--- src/sv/zrs_pkg.sv ---
// shared types, constants and state encodings of the zoned request splitter
`default_nettype none
package zrs_pkg;

    localparam int BLK_W = 48;
    localparam int IW = BLK_W + 2;
    localparam int ZW = 33;
    localparam int LW = 17;
    localparam int CW = 33;

    localparam int MAX_COMMANDS_DEF = 64;
    localparam int ADDR_BITS_DEF = 48;

    localparam logic [1:0] OP_READ = 2'd0;
    localparam logic [1:0] OP_APPEND = 2'd1;
    localparam logic [1:0] OP_WRITE = 2'd2;

    localparam logic [1:0] ST_OK = 2'd0;
    localparam logic [1:0] ST_RD_OOR = 2'd1;
    localparam logic [1:0] ST_WR_OOR = 2'd2;
    localparam logic [1:0] ST_TOO_MANY = 2'd3;

    localparam logic [2:0] REG_ZONE_SIZE = 3'd0;
    localparam logic [2:0] REG_ZONE_CAP = 3'd1;
    localparam logic [2:0] REG_BLOCK_BYTES = 3'd2;
    localparam logic [2:0] REG_MAX_XFER = 3'd3;
    localparam logic [2:0] REG_APPEND_LIM = 3'd4;
    localparam logic [2:0] REG_OWNED_MIN = 3'd5;
    localparam logic [2:0] REG_OWNED_MAX = 3'd6;

    typedef struct packed {
        logic [1:0]  op;
        logic [47:0] start_block;
        logic [31:0] size_bytes;
    } req_t;

    typedef struct packed {
        logic [47:0] cmd_block;
        logic [31:0] buffer_offset_blocks;
        logic [16:0] block_count;
        logic [47:0] next_block;
        logic [1:0]  status;
        logic        last;
    } rsp_t;

    typedef struct packed {
        logic [ZW-1:0]    zs;
        logic [ZW-1:0]    cap;
        logic [LW-1:0]    bb;
        logic [LW-1:0]    mt;
        logic [LW-1:0]    al;
        logic [BLK_W-1:0] omin;
        logic [BLK_W-1:0] omax;
    } cfg_t;

    typedef struct packed {
        logic          append;
        logic          bad;
        logic [1:0]    status;
        logic [IW-1:0] addr;
        logic [IW-1:0] zstart;
        logic [CW-1:0] blocks;
        logic [LW-1:0] step;
    } job_t;

    typedef enum logic [2:0] {
        F_IDLE,
        F_ZONE,
        F_BLK,
        F_GAP,
        F_CHK,
        F_ZN,
        F_LIM,
        F_PUSH
    } front_state_t;

    typedef enum logic [1:0] {
        B_IDLE,
        B_COUNT,
        B_EMIT
    } back_state_t;

endpackage
`default_nettype wire

--- src/sv/zrs_div.sv ---
// restoring divider, one quotient bit per cycle
`default_nettype none
module zrs_div
    import zrs_pkg::*;
#(
    parameter int NUM_W = IW,
    parameter int DEN_W = ZW
)
(
    input  wire logic             clk,
    input  wire logic             rst_n,
    input  wire logic             start,
    input  wire logic [NUM_W-1:0] num,
    input  wire logic [DEN_W-1:0] den,
    output logic                  done,
    output logic [NUM_W-1:0]      quo,
    output logic [DEN_W-1:0]      rem
);

    localparam int KW = $clog2(NUM_W + 1);

    logic              busy_reg;
    logic [KW-1:0]     cnt_reg;
    logic              done_reg;
    logic [NUM_W-1:0]  q_reg;
    logic [DEN_W:0]    r_reg;
    logic [DEN_W-1:0]  d_reg;
    logic [DEN_W:0]    trial;
    logic              fit;

    assign trial = {r_reg[DEN_W-1:0], q_reg[NUM_W-1]};
    assign fit = trial >= {1'b0, d_reg};

    always_ff @(posedge clk or negedge rst_n)
    begin
        if (!rst_n)
        begin
            busy_reg <= 1'b0;
            cnt_reg <= '0;
            done_reg <= 1'b0;
        end
        else
        begin
            done_reg <= 1'b0;
            if (start)
            begin
                busy_reg <= 1'b1;
                cnt_reg <= KW'(NUM_W);
            end
            else if (busy_reg)
            begin
                cnt_reg <= cnt_reg - 1'b1;
                if (cnt_reg == KW'(1))
                begin
                    busy_reg <= 1'b0;
                    done_reg <= 1'b1;
                end
            end
        end
    end

    always_ff @(posedge clk)
    begin
        if (start)
        begin
            q_reg <= num;
            r_reg <= '0;
            d_reg <= den;
        end
        else if (busy_reg)
        begin
            q_reg <= {q_reg[NUM_W-2:0], fit};
            r_reg <= fit ? (trial - {1'b0, d_reg}) : trial;
        end
    end

    assign done = done_reg;
    assign quo = q_reg;
    assign rem = r_reg[DEN_W-1:0];

endmodule
`default_nettype wire

--- src/sv/zrs_front.sv ---
// front end: zone alignment, block rounding and range check
`default_nettype none
module zrs_front
    import zrs_pkg::*;
#(
    parameter int ADDR_BITS = ADDR_BITS_DEF
)
(
    input  wire logic clk,
    input  wire logic rst_n,
    input  wire cfg_t cfg,
    input  wire logic req_valid,
    output logic      req_ready,
    input  wire req_t req,
    output logic      job_valid,
    input  wire logic job_ready,
    output job_t      job
);

    localparam logic [47:0] ADDR_MASK =
        (ADDR_BITS >= 48) ? '1 : 48'((64'd1 << ADDR_BITS) - 64'd1);

    front_state_t  state_reg, state_next;
    logic          launch_reg;
    logic          append_reg;
    logic [1:0]    err_reg;
    logic [IW-1:0] addr_reg;
    logic [IW-1:0] zstart_reg;
    logic [31:0]   size_reg;
    logic [CW-1:0] blocks_reg;
    logic [IW-1:0] zones_reg;
    logic          bad_reg;
    logic [LW-1:0] step_reg;

    logic          div_start;
    logic [IW-1:0] div_num;
    logic [ZW-1:0] div_den;
    logic          div_done;
    logic [IW-1:0] div_quo;
    logic [ZW-1:0] div_rem;
    logic [IW-1:0] zend;
    logic [IW-1:0] off;
    logic          chk_bad;

    assign zend = zstart_reg + IW'(cfg.cap);
    assign off = addr_reg - zstart_reg;
    assign chk_bad = (off >= IW'(cfg.cap)) || (addr_reg < IW'(cfg.omin))
        || (zstart_reg > IW'(cfg.omax));

    zrs_div #(.NUM_W(IW), .DEN_W(ZW)) u_div (
        .clk   (clk),
        .rst_n (rst_n),
        .start (div_start),
        .num   (div_num),
        .den   (div_den),
        .done  (div_done),
        .quo   (div_quo),
        .rem   (div_rem)
    );

    always_ff @(posedge clk or negedge rst_n)
    begin
        if (!rst_n)
        begin
            state_reg <= F_IDLE;
        end
        else
        begin
            state_reg <= state_next;
        end
    end

    always_comb
    begin
        state_next = state_reg;
        req_ready = 1'b0;
        job_valid = 1'b0;
        div_start = 1'b0;
        div_num = addr_reg;
        div_den = cfg.zs;
        case (state_reg)
            F_IDLE:
            begin
                req_ready = 1'b1;
                if (req_valid)
                begin
                    state_next = F_ZONE;
                end
            end
            F_ZONE:
            begin
                div_start = launch_reg;
                if (div_done)
                begin
                    state_next = F_BLK;
                end
            end
            F_BLK:
            begin
                div_start = launch_reg;
                div_num = IW'(size_reg) + IW'(cfg.bb) - IW'(1);
                div_den = ZW'(cfg.bb);
                if (div_done)
                begin
                    state_next = F_GAP;
                end
            end
            F_GAP:
            begin
                state_next = F_CHK;
            end
            F_CHK:
            begin
                state_next = chk_bad ? F_PUSH : F_ZN;
            end
            F_ZN:
            begin
                div_start = launch_reg;
                div_num = IW'(blocks_reg) + off;
                div_den = cfg.cap;
                if (div_done)
                begin
                    state_next = F_LIM;
                end
            end
            F_LIM:
            begin
                div_start = launch_reg;
                div_num = IW'(cfg.omax) - zstart_reg;
                if (div_done)
                begin
                    state_next = F_PUSH;
                end
            end
            F_PUSH:
            begin
                job_valid = 1'b1;
                if (job_ready)
                begin
                    state_next = F_IDLE;
                end
            end
            default:
            begin
                state_next = F_IDLE;
            end
        endcase
    end

    always_ff @(posedge clk or negedge rst_n)
    begin
        if (!rst_n)
        begin
            launch_reg <= 1'b0;
        end
        else if (div_start)
        begin
            launch_reg <= 1'b0;
        end
        else if ((state_reg == F_IDLE && req_valid) || div_done ||
                 (state_reg == F_CHK && !chk_bad))
        begin
            launch_reg <= (state_next == F_ZONE) || (state_next == F_BLK) ||
                (state_next == F_ZN) || (state_next == F_LIM);
        end
    end

    always_ff @(posedge clk)
    begin
        case (state_reg)
            F_IDLE:
            begin
                if (req_valid)
                begin
                    append_reg <= (req.op == OP_APPEND);
                    err_reg <= (req.op == OP_READ) ? ST_RD_OOR : ST_WR_OOR;
                    addr_reg <= {2'b00, req.start_block & ADDR_MASK};
                    size_reg <= req.size_bytes;
                    bad_reg <= 1'b0;
                end
            end
            F_ZONE:
            begin
                if (div_done)
                begin
                    zstart_reg <= addr_reg - IW'(div_rem);
                end
            end
            F_BLK:
            begin
                if (div_done)
                begin
                    blocks_reg <= div_quo[CW-1:0];
                end
            end
            F_GAP:
            begin
                step_reg <= append_reg ? cfg.al : cfg.mt;
                if (addr_reg >= zend)
                begin
                    zstart_reg <= zstart_reg + IW'(cfg.zs);
                    addr_reg <= zstart_reg + IW'(cfg.zs) + (addr_reg - zend);
                end
            end
            F_CHK:
            begin
                bad_reg <= chk_bad;
            end
            F_ZN:
            begin
                if (div_done)
                begin
                    zones_reg <= div_quo;
                end
            end
            F_LIM:
            begin
                if (div_done)
                begin
                    bad_reg <= zones_reg > div_quo;
                end
            end
            default:
            begin
            end
        endcase
    end

    always_comb
    begin
        job.append = append_reg;
        job.bad = bad_reg;
        job.status = err_reg;
        job.addr = addr_reg;
        job.zstart = zstart_reg;
        job.blocks = blocks_reg;
        job.step = step_reg;
    end

endmodule
`default_nettype wire

--- src/sv/zrs_fifo.sv ---
// two-word queue between front and back ends
`default_nettype none
module zrs_fifo
    import zrs_pkg::*;
(
    input  wire logic clk,
    input  wire logic rst_n,
    input  wire logic wr_valid,
    output logic      wr_ready,
    input  wire job_t wr_data,
    output logic      rd_valid,
    input  wire logic rd_ready,
    output job_t      rd_data
);

    job_t       mem_reg [2];
    logic       wp_reg;
    logic       rp_reg;
    logic [1:0] cnt_reg;
    logic       push;
    logic       pop;

    assign wr_ready = cnt_reg != 2'd2;
    assign rd_valid = cnt_reg != 2'd0;
    assign push = wr_valid && wr_ready;
    assign pop = rd_valid && rd_ready;
    assign rd_data = mem_reg[rp_reg];

    always_ff @(posedge clk or negedge rst_n)
    begin
        if (!rst_n)
        begin
            wp_reg <= 1'b0;
            rp_reg <= 1'b0;
            cnt_reg <= 2'd0;
        end
        else
        begin
            if (push)
            begin
                wp_reg <= ~wp_reg;
            end
            if (pop)
            begin
                rp_reg <= ~rp_reg;
            end
            if (push && !pop)
            begin
                cnt_reg <= cnt_reg + 2'd1;
            end
            else if (pop && !push)
            begin
                cnt_reg <= cnt_reg - 2'd1;
            end
        end
    end

    always_ff @(posedge clk)
    begin
        if (push)
        begin
            mem_reg[wp_reg] <= wr_data;
        end
    end

endmodule
`default_nettype wire

--- src/sv/zrs_back.sv ---
// back end: command count check, then one command per cycle while the response channel does not stall
`default_nettype none
module zrs_back
    import zrs_pkg::*;
#(
    parameter int MAX_COMMANDS = MAX_COMMANDS_DEF
)
(
    input  wire logic clk,
    input  wire logic rst_n,
    input  wire cfg_t cfg,
    input  wire logic job_valid,
    output logic      job_ready,
    input  wire job_t job,
    output logic      rsp_valid,
    input  wire logic rsp_ready,
    output rsp_t      rsp
);

    localparam int KW = $clog2(MAX_COMMANDS + 1);

    back_state_t   state_reg, state_next;
    logic [KW-1:0] k_reg;
    logic [CW-1:0] done_reg;
    logic [IW-1:0] addr_reg;
    logic [IW-1:0] zstart_reg;
    logic [IW-1:0] zend_reg;
    logic [IW-1:0] addr0_reg;
    logic [IW-1:0] zstart0_reg;
    logic [IW-1:0] zend0_reg;
    logic          append_reg;
    logic [LW-1:0] step_reg;
    logic [CW-1:0] blocks_reg;
    logic          out_valid_reg;
    rsp_t          out_reg;

    logic          free;
    logic [LW-1:0] cur_a;
    logic [LW-1:0] cur;
    logic [CW-1:0] left;
    logic [IW-1:0] n_addr;
    logic [IW-1:0] s_addr;
    logic [IW-1:0] s_zstart;
    logic [IW-1:0] s_zend;
    logic [CW-1:0] s_done;
    logic          wrap;

    assign free = !out_valid_reg || rsp_ready;
    assign left = blocks_reg - done_reg;
    assign cur_a = ((addr_reg + IW'(step_reg)) >= zend_reg) ?
        LW'(zend_reg - addr_reg) : step_reg;
    assign cur = (left < CW'(cur_a)) ? LW'(left) : cur_a;
    assign n_addr = addr_reg + IW'(cur);
    assign wrap = n_addr >= zend_reg;
    assign s_zstart = wrap ? zstart_reg + IW'(cfg.zs) : zstart_reg;
    assign s_zend = wrap ? zend_reg + IW'(cfg.zs) : zend_reg;
    assign s_addr = wrap ? zstart_reg + IW'(cfg.zs) : n_addr;
    assign s_done = done_reg + CW'(cur);

    always_ff @(posedge clk or negedge rst_n)
    begin
        if (!rst_n)
        begin
            state_reg <= B_IDLE;
        end
        else
        begin
            state_reg <= state_next;
        end
    end

    always_comb
    begin
        state_next = state_reg;
        job_ready = 1'b0;
        case (state_reg)
            B_IDLE:
            begin
                job_ready = free;
                if (job_valid && free && !job.bad && job.blocks != '0)
                begin
                    state_next = B_COUNT;
                end
            end
            B_COUNT:
            begin
                if (done_reg == blocks_reg)
                begin
                    state_next = B_EMIT;
                end
                else if (k_reg == KW'(MAX_COMMANDS) && free)
                begin
                    state_next = B_IDLE;
                end
            end
            B_EMIT:
            begin
                if (free && s_done == blocks_reg)
                begin
                    state_next = B_IDLE;
                end
            end
            default:
            begin
                state_next = B_IDLE;
            end
        endcase
    end

    always_ff @(posedge clk or negedge rst_n)
    begin
        if (!rst_n)
        begin
            out_valid_reg <= 1'b0;
        end
        else
        begin
            if (rsp_ready)
            begin
                out_valid_reg <= 1'b0;
            end
            case (state_reg)
                B_IDLE:
                begin
                    if (job_valid && free && (job.bad || job.blocks == '0))
                    begin
                        out_valid_reg <= 1'b1;
                    end
                end
                B_COUNT:
                begin
                    if (done_reg != blocks_reg && k_reg == KW'(MAX_COMMANDS) && free)
                    begin
                        out_valid_reg <= 1'b1;
                    end
                end
                B_EMIT:
                begin
                    if (free)
                    begin
                        out_valid_reg <= 1'b1;
                    end
                end
                default:
                begin
                end
            endcase
        end
    end

    always_ff @(posedge clk)
    begin
        case (state_reg)
            B_IDLE:
            begin
                if (job_valid && free)
                begin
                    append_reg <= job.append;
                    step_reg <= job.step;
                    blocks_reg <= job.blocks;
                    addr_reg <= job.addr;
                    zstart_reg <= job.zstart;
                    zend_reg <= job.zstart + IW'(cfg.cap);
                    addr0_reg <= job.addr;
                    zstart0_reg <= job.zstart;
                    zend0_reg <= job.zstart + IW'(cfg.cap);
                    done_reg <= '0;
                    k_reg <= '0;
                    out_reg.cmd_block <= '0;
                    out_reg.buffer_offset_blocks <= '0;
                    out_reg.block_count <= '0;
                    out_reg.next_block <= job.addr[BLK_W-1:0];
                    out_reg.status <= job.bad ? job.status : ST_OK;
                    out_reg.last <= 1'b1;
                end
            end
            B_COUNT:
            begin
                if (done_reg == blocks_reg)
                begin
                    addr_reg <= addr0_reg;
                    zstart_reg <= zstart0_reg;
                    zend_reg <= zend0_reg;
                    done_reg <= '0;
                end
                else if (k_reg == KW'(MAX_COMMANDS))
                begin
                    if (free)
                    begin
                        out_reg.cmd_block <= '0;
                        out_reg.buffer_offset_blocks <= '0;
                        out_reg.block_count <= '0;
                        out_reg.next_block <= addr0_reg[BLK_W-1:0];
                        out_reg.status <= ST_TOO_MANY;
                        out_reg.last <= 1'b1;
                    end
                end
                else
                begin
                    addr_reg <= s_addr;
                    zstart_reg <= s_zstart;
                    zend_reg <= s_zend;
                    done_reg <= s_done;
                    k_reg <= k_reg + 1'b1;
                end
            end
            B_EMIT:
            begin
                if (free)
                begin
                    addr_reg <= s_addr;
                    zstart_reg <= s_zstart;
                    zend_reg <= s_zend;
                    done_reg <= s_done;
                    out_reg.cmd_block <= append_reg ? zstart_reg[BLK_W-1:0] :
                        addr_reg[BLK_W-1:0];
                    out_reg.buffer_offset_blocks <= done_reg[31:0];
                    out_reg.block_count <= cur;
                    out_reg.next_block <= s_addr[BLK_W-1:0];
                    out_reg.status <= ST_OK;
                    out_reg.last <= s_done == blocks_reg;
                end
            end
            default:
            begin
            end
        endcase
    end

    assign rsp_valid = out_valid_reg;
    assign rsp = out_reg;

endmodule
`default_nettype wire

--- src/sv/zoned_io_request_splitter_top.sv ---
// top level of the zoned request splitter: registers, front, queue, back
//
// channel  direction  word
// req      in         op, start_block, size_bytes
// rsp      out        one device command or error per word
// cfg      in         register index and write data
//
// an item takes two passes of the shared bit-serial divider in the front end
// when the early range check fails and four passes otherwise; in the back end
// a good item gets a command count check, then one command word per cycle
// while the response channel does not stall
// reset clears control state and loads the register defaults
// the queue lets the front classify the next word while the back stalls
`default_nettype none
module zoned_io_request_splitter_top
    import zrs_pkg::*;
#(
    parameter int MAX_COMMANDS = MAX_COMMANDS_DEF,
    parameter int ADDR_BITS = ADDR_BITS_DEF
)
(
    input  wire logic        clk,
    input  wire logic        rst_n,
    input  wire logic        req_valid,
    output logic             req_ready,
    input  wire req_t        req,
    output logic             rsp_valid,
    input  wire logic        rsp_ready,
    output rsp_t             rsp,
    input  wire logic        cfg_valid,
    output logic             cfg_ready,
    input  wire logic [2:0]  cfg_index,
    input  wire logic [47:0] cfg_data
);

    logic [ZW-1:0]    zs_reg;
    logic [ZW-1:0]    cap_reg;
    logic [LW-1:0]    bb_reg;
    logic [LW-1:0]    mt_reg;
    logic [LW-1:0]    al_reg;
    logic [BLK_W-1:0] omin_reg;
    logic [BLK_W-1:0] omax_reg;
    cfg_t             cfg;
    logic [ZW-1:0]    cap1;

    job_t f_job;
    logic f_valid;
    logic f_ready;
    job_t b_job;
    logic b_valid;
    logic b_ready;

    assign cfg_ready = 1'b1;

    always_ff @(posedge clk or negedge rst_n)
    begin
        if (!rst_n)
        begin
            zs_reg <= ZW'(524288);
            cap_reg <= ZW'(524288);
            bb_reg <= LW'(4096);
            mt_reg <= LW'(32);
            al_reg <= LW'(32);
            omin_reg <= '0;
            omax_reg <= '1;
        end
        else if (cfg_valid)
        begin
            case (cfg_index)
                REG_ZONE_SIZE: zs_reg <= {1'b0, cfg_data[31:0]} |
                    {cfg_data[32], 32'd0};
                REG_ZONE_CAP: cap_reg <= cfg_data[ZW-1:0];
                REG_BLOCK_BYTES: bb_reg <= cfg_data[LW-1:0];
                REG_MAX_XFER: mt_reg <= cfg_data[LW-1:0];
                REG_APPEND_LIM: al_reg <= cfg_data[LW-1:0];
                REG_OWNED_MIN: omin_reg <= cfg_data;
                REG_OWNED_MAX: omax_reg <= cfg_data;
                default:
                begin
                end
            endcase
        end
    end

    always_comb
    begin
        cfg.zs = (zs_reg == '0) ? ZW'(1) : zs_reg;
        cap1 = (cap_reg == '0) ? ZW'(1) : cap_reg;
        cfg.cap = (cap1 > cfg.zs) ? cfg.zs : cap1;
        cfg.bb = (bb_reg == '0) ? LW'(1) : bb_reg;
        cfg.mt = (mt_reg == '0) ? LW'(1) : mt_reg;
        cfg.al = (al_reg == '0) ? LW'(1) : al_reg;
        cfg.omin = omin_reg;
        cfg.omax = omax_reg;
    end

    zrs_front #(.ADDR_BITS(ADDR_BITS)) u_front (
        .clk       (clk),
        .rst_n     (rst_n),
        .cfg       (cfg),
        .req_valid (req_valid),
        .req_ready (req_ready),
        .req       (req),
        .job_valid (f_valid),
        .job_ready (f_ready),
        .job       (f_job)
    );

    zrs_fifo u_fifo (
        .clk      (clk),
        .rst_n    (rst_n),
        .wr_valid (f_valid),
        .wr_ready (f_ready),
        .wr_data  (f_job),
        .rd_valid (b_valid),
        .rd_ready (b_ready),
        .rd_data  (b_job)
    );

    zrs_back #(.MAX_COMMANDS(MAX_COMMANDS)) u_back (
        .clk       (clk),
        .rst_n     (rst_n),
        .cfg       (cfg),
        .job_valid (b_valid),
        .job_ready (b_ready),
        .job       (b_job),
        .rsp_valid (rsp_valid),
        .rsp_ready (rsp_ready),
        .rsp       (rsp)
    );

endmodule
`default_nettype wire
--- config.mk ---
export PLATFORM = sky130hd
export DESIGN_NAME = zoned_io_request_splitter_top
export DESIGN_NICKNAME = d
export VERILOG_FILES = /design/src/sv/zrs_pkg.sv /design/src/sv/zrs_div.sv /design/src/sv/zrs_front.sv /design/src/sv/zrs_fifo.sv /design/src/sv/zrs_back.sv /design/src/sv/zoned_io_request_splitter_top.sv
export SDC_FILE = /design/constraint.sdc
export NUM_CORES = 2
export LEC_CHECK = 0
export ABC_CLOCK_PERIOD_IN_PS = 27300
export BUFFER_PORTS_ARGS = -buffer_cell sky130_fd_sc_hd__buf_2
export CAP_MARGIN = 0
export CORE_MARGIN = 2
export CORE_UTILIZATION = 24
export DETAILED_ROUTE_END_ITERATION = 12
export GPL_TIMING_DRIVEN = 0
export PLACE_DENSITY = 0.45
export SYNTH_ARGS = -nofsm -noshare
export SYNTH_HDL_FRONTEND = slang
export SYNTH_SLANG_ARGS = --single-unit
--- constraint.sdc ---
create_clock -name clk -period 27.3 [get_ports clk]
set_clock_uncertainty 0.15 [all_clocks]
set_input_delay 0 -clock clk [delete_from_list [all_inputs] [get_ports clk]]
set_output_delay 0 -clock clk [all_outputs]
set_load 0.01 [all_outputs]
==> results.txt <==
----------------------------------------------------
[STA]
  Setup TNS ... 0 ns
  Final worst-path cycle share ... 80.4%
  Max Freq ... 45.6 MHz
  Worst Max-Slew Pin Slew ... 1.48 ns
  Final hold violations ... 0
  RSZ-0062 raised after global routing ... false
  Final setup fails ... 0
  Min Tclk post-route ... between 20 and 25 ns
  Normalized max-slew margin ... 1.20%
  Slew Limit Fails ... 0

[Synthesis]
  FF+latch count, synth ... ~1400
  Area contributors post-synth ... sky130_fd_sc_hd__edfxtp_1, sky130_fd_sc_hd__ha_1, sky130_fd_sc_hd__dfrtp_1
  Mapped Nets ... around 11000
  Syn Area/Cell ... 9.92 um2
  Post-synth ARST share ... between 15 and 20%
  Portion of synthesized cell area occupied by the leading cell type ... 35.1%
  Prevailing post-synth register cell ... sky130_fd_sc_hd__edfxtp_1
  Top cell type by total area after synthesis ... sky130_fd_sc_hd__edfxtp_1
  Number of synthesized flops with an enable pin ... roughly 1200
  List of most frequent post-synthesis cells ... sky130_fd_sc_hd__edfxtp_1, sky130_fd_sc_hd__ha_1, sky130_fd_sc_hd__a21oi_1
  Count of mapped cells out of synthesis ... 10100
  Combined area of all synthesized cells ... 99800 um2
  Cell with the most instances after synthesis ... sky130_fd_sc_hd__edfxtp_1
  Yosys warning total ... 0
  Sequential share of the synthesized area ... roughly two fifths
  Number of distinct standard cells referenced by the synthesized netlist ... 114

[CTS]
  Number of gates resized after CTS ... 0
  TritonCTS clock tree ... built
  Longest Clk Path Bufs ... 4
  Hold_buf cts ... 263
  Clock insertion delay at the later pin of the skew report ... a little over 0.9 ns
  CTS sink cnt ... 1431
  Number of clock buffers inserted by TritonCTS ... 183
  Max H-tree Level ... 4
  Master cell of the clock root buffer ... sky130_fd_sc_hd__clkbuf_16
  Post CTS Setup Buffer Count ... 0
  Clock Pin Slew Worst Setup and Hold Paths ... 0.07 ns

[Routing]
  Number of design-rule violations left by the first detailed-router iteration ... 7078
  Routed wire per std cell ... approximately 28 um
  Vias post-DR ... 83700
  Residual DRC ... 0
  Final antenna-violating net count ... 0
  Via-per-instance ratio ... 5.07
  Final Routed Wirelength ... 456000 um
  Detailed-router iteration count before antenna repair ... 8

[Floorplan]
  Die footprint ... 421000 um2
  Die outline width ... roughly 650 um
  DIE HEIGHT ... 649 um
  Number of rows in the core area ... roughly 240
  CORE AREA ... between 400000 and 500000 um2
  # IOs ... 289
  Initial core utilization ... between 20% and 30%

[Setup path]
  Arrival time of data at the critical path endpoint ... approximately 22 ns
  Data required, critical path ... 27.75 ns
  Endpoint class of the critical path ... flip-flop
  Maximum net fanout on the critical path ... 11
  Element type at the critical path start ... flip-flop
  Delay of the slowest cell on the worst path ... between 1 and 1.5 ns
  Reg2Reg Depth ... 56
  Critical Path Slowest Stage Cell ... sky130_fd_sc_hd__a2111oi_0
  Crit Path Class ... flip-flop to flip-flop

[Pwr]
  Static Leak ... ~47 nW
  Relative contribution of sequential cells to total power ... roughly 23%
  Gate power share ... slightly above 60%
  Total Power Consumption ... around 17 mW
  Net switching power figure ... 8.40 mW
  Relative contribution of the clock network to total power ... 15.3%
  Switching part of the total ... 49.7%
  Maximum resistive drop on vdd ... 0.0748 mV
  Internal power ... 8.51 mW
  P per Cell Area ... approximately 140 nW/um2

[Hold path]
  Worst min path class ... input pin to flip-flop
  Instance count along the most critical hold path ... 3

[Placement]
  Port buffer count ... 285
  Placed Cells ... 15900
  Sum of net half-perimeters after detailed placement ... 371000 um
  Post-placement cell area ... approximately 110000 um2
  Final RePlAce weighted congestion ... 0.955

[GRT]
  Via count of the first global-routing pass ... 81600
  Wire length of the first global-routing pass ... 631000 um
  Grt ovf ... 0
  Pin count of the biggest net entering global routing ... 108
  Total global routing track utilization ... 20.9%
  Number of antenna violations at the first check in global routing ... 34

[Status]
  Run status ... finished, final reports clean

[Layout]
  Max reg flops ... between 300 and 400
  Area grow syn2layout ... 18.3%
  Ratio of cells with drive above 1 in the final layout ... 10.5%
  Area of all placed cells without fillers ... 118000 um2
  Non-filler cells, final ... 16500
  NumNets Final ... 11900

[Flow run]
  Max_cap viols ... 0

----------------------------------------------------
## worst max-delay path, delay by kind of cell, from the launching register on
family          cells  cell delay, ns
compound gates     26           10.18
xor+xnor            2            0.31
fa+ha+maj           5            1.79
buf+inv             6            3.15
flops               1            0.53
simple gates       17            5.46
## routing by layer
metal  wire (um)  track usage (%)  part of all wire [%]
met5          41                0                0.0090
met4       20800             8.34                   4.6
met3       25700             2.48                   5.6
met2      206000             33.9                    45
met1      203000             28.3                    45
## worst paths after layout
path | startpoint | end | slack, ns
worst max-delay path | u_back.step_reg[2] | u_back.rsp[3] | 5.35
worst min-delay path | cfg_data[2] | cap_reg[2] | 0.03
worst max register to register | u_back.step_reg[2] | u_back.rsp[3] | 5.35
worst min register to register | u_front.step_reg[3] | u_fifo.mem_reg[0][3] | 0.26
max in group asynchronous | rst_n | mt_reg[13] | 25.78
min in group asynchronous | rst_n | omin_reg[47] | 0.20
## power groups by stage
stage	logic, mW	registers, mW	clock network [mW]
finish	10.4	3.90	2.59
CTS	10.3	3.88	2.64
detailed placement	10.2	3.92	0
global placement	10.1	4.15	0
global route	11.4	3.94	2.72
floorplan	6.74	3.80	0
## final cells by class
type | instances | area, um2
antenna | 22 | 55.1
tap | 5474 | 6850
sequential | 1431 | 41500
fill | 43900 | 296000
multi-input combinational | 7477 | 54000
inverter | 730 | 2750
buffer | 423 | 1620
clock buffer | 213 | 4860
clock inverter | 125 | 1390
timing repair buffer | 614 | 5000
## cell families (layout without fill, tap and decap cells)
group,after synthesis,after routing,synth area share [%]
simple gates,2618,2618,12.6
fa+ha+maj,932,932,12.2
mux,462,462,5.08
xor+xnor,727,727,6.45
flops,1431,1431,41.6
other cells,1,23,0.00376
buf+inv,1153,2105,4.36
compound gates,2737,2737,17.7
## cells in the final DEF (no fill, tap or decap), types with 110 or more instances in the layout
cell                            instances
sky130_fd_sc_hd__a21o_1               373
sky130_fd_sc_hd__a21oi_1              792
sky130_fd_sc_hd__a31oi_1              110
sky130_fd_sc_hd__buf_2                291
sky130_fd_sc_hd__clkbuf_1             402
sky130_fd_sc_hd__clkbuf_16            188
sky130_fd_sc_hd__dfrtp_1              179
sky130_fd_sc_hd__dlygate4sd3_1        263
sky130_fd_sc_hd__edfxtp_1            1166
sky130_fd_sc_hd__ha_1                 867
sky130_fd_sc_hd__inv_1                721
sky130_fd_sc_hd__mux2_2               337
sky130_fd_sc_hd__mux2i_1              120
sky130_fd_sc_hd__nand2_1              738
sky130_fd_sc_hd__nand3_1              217
sky130_fd_sc_hd__nand4_1              171
sky130_fd_sc_hd__nor2_1               686
sky130_fd_sc_hd__nor3_1               154
sky130_fd_sc_hd__o21a_1               134
sky130_fd_sc_hd__o21ai_0              544
sky130_fd_sc_hd__xnor2_1              483
sky130_fd_sc_hd__xor2_1               239
## stage by stage
| step | utilization [%] | hold WS [ns] | setup slack [ns] |
|---|---|---|---|
| floorplan | - | -0.446 | 12.06 |
| global placement | 26.1 | 0.0301 | 1.83 |
| detailed placement | 26.4 | -0.181 | 5.66 |
| CTS | 28.5 | 0.00456 | 5.53 |
| global route | 28.5 | 0.0199 | 5.08 |
| finish | 28.5 | 0.0303 | 5.35 |
Note: power is estimated with default switching activity, not from simulation.
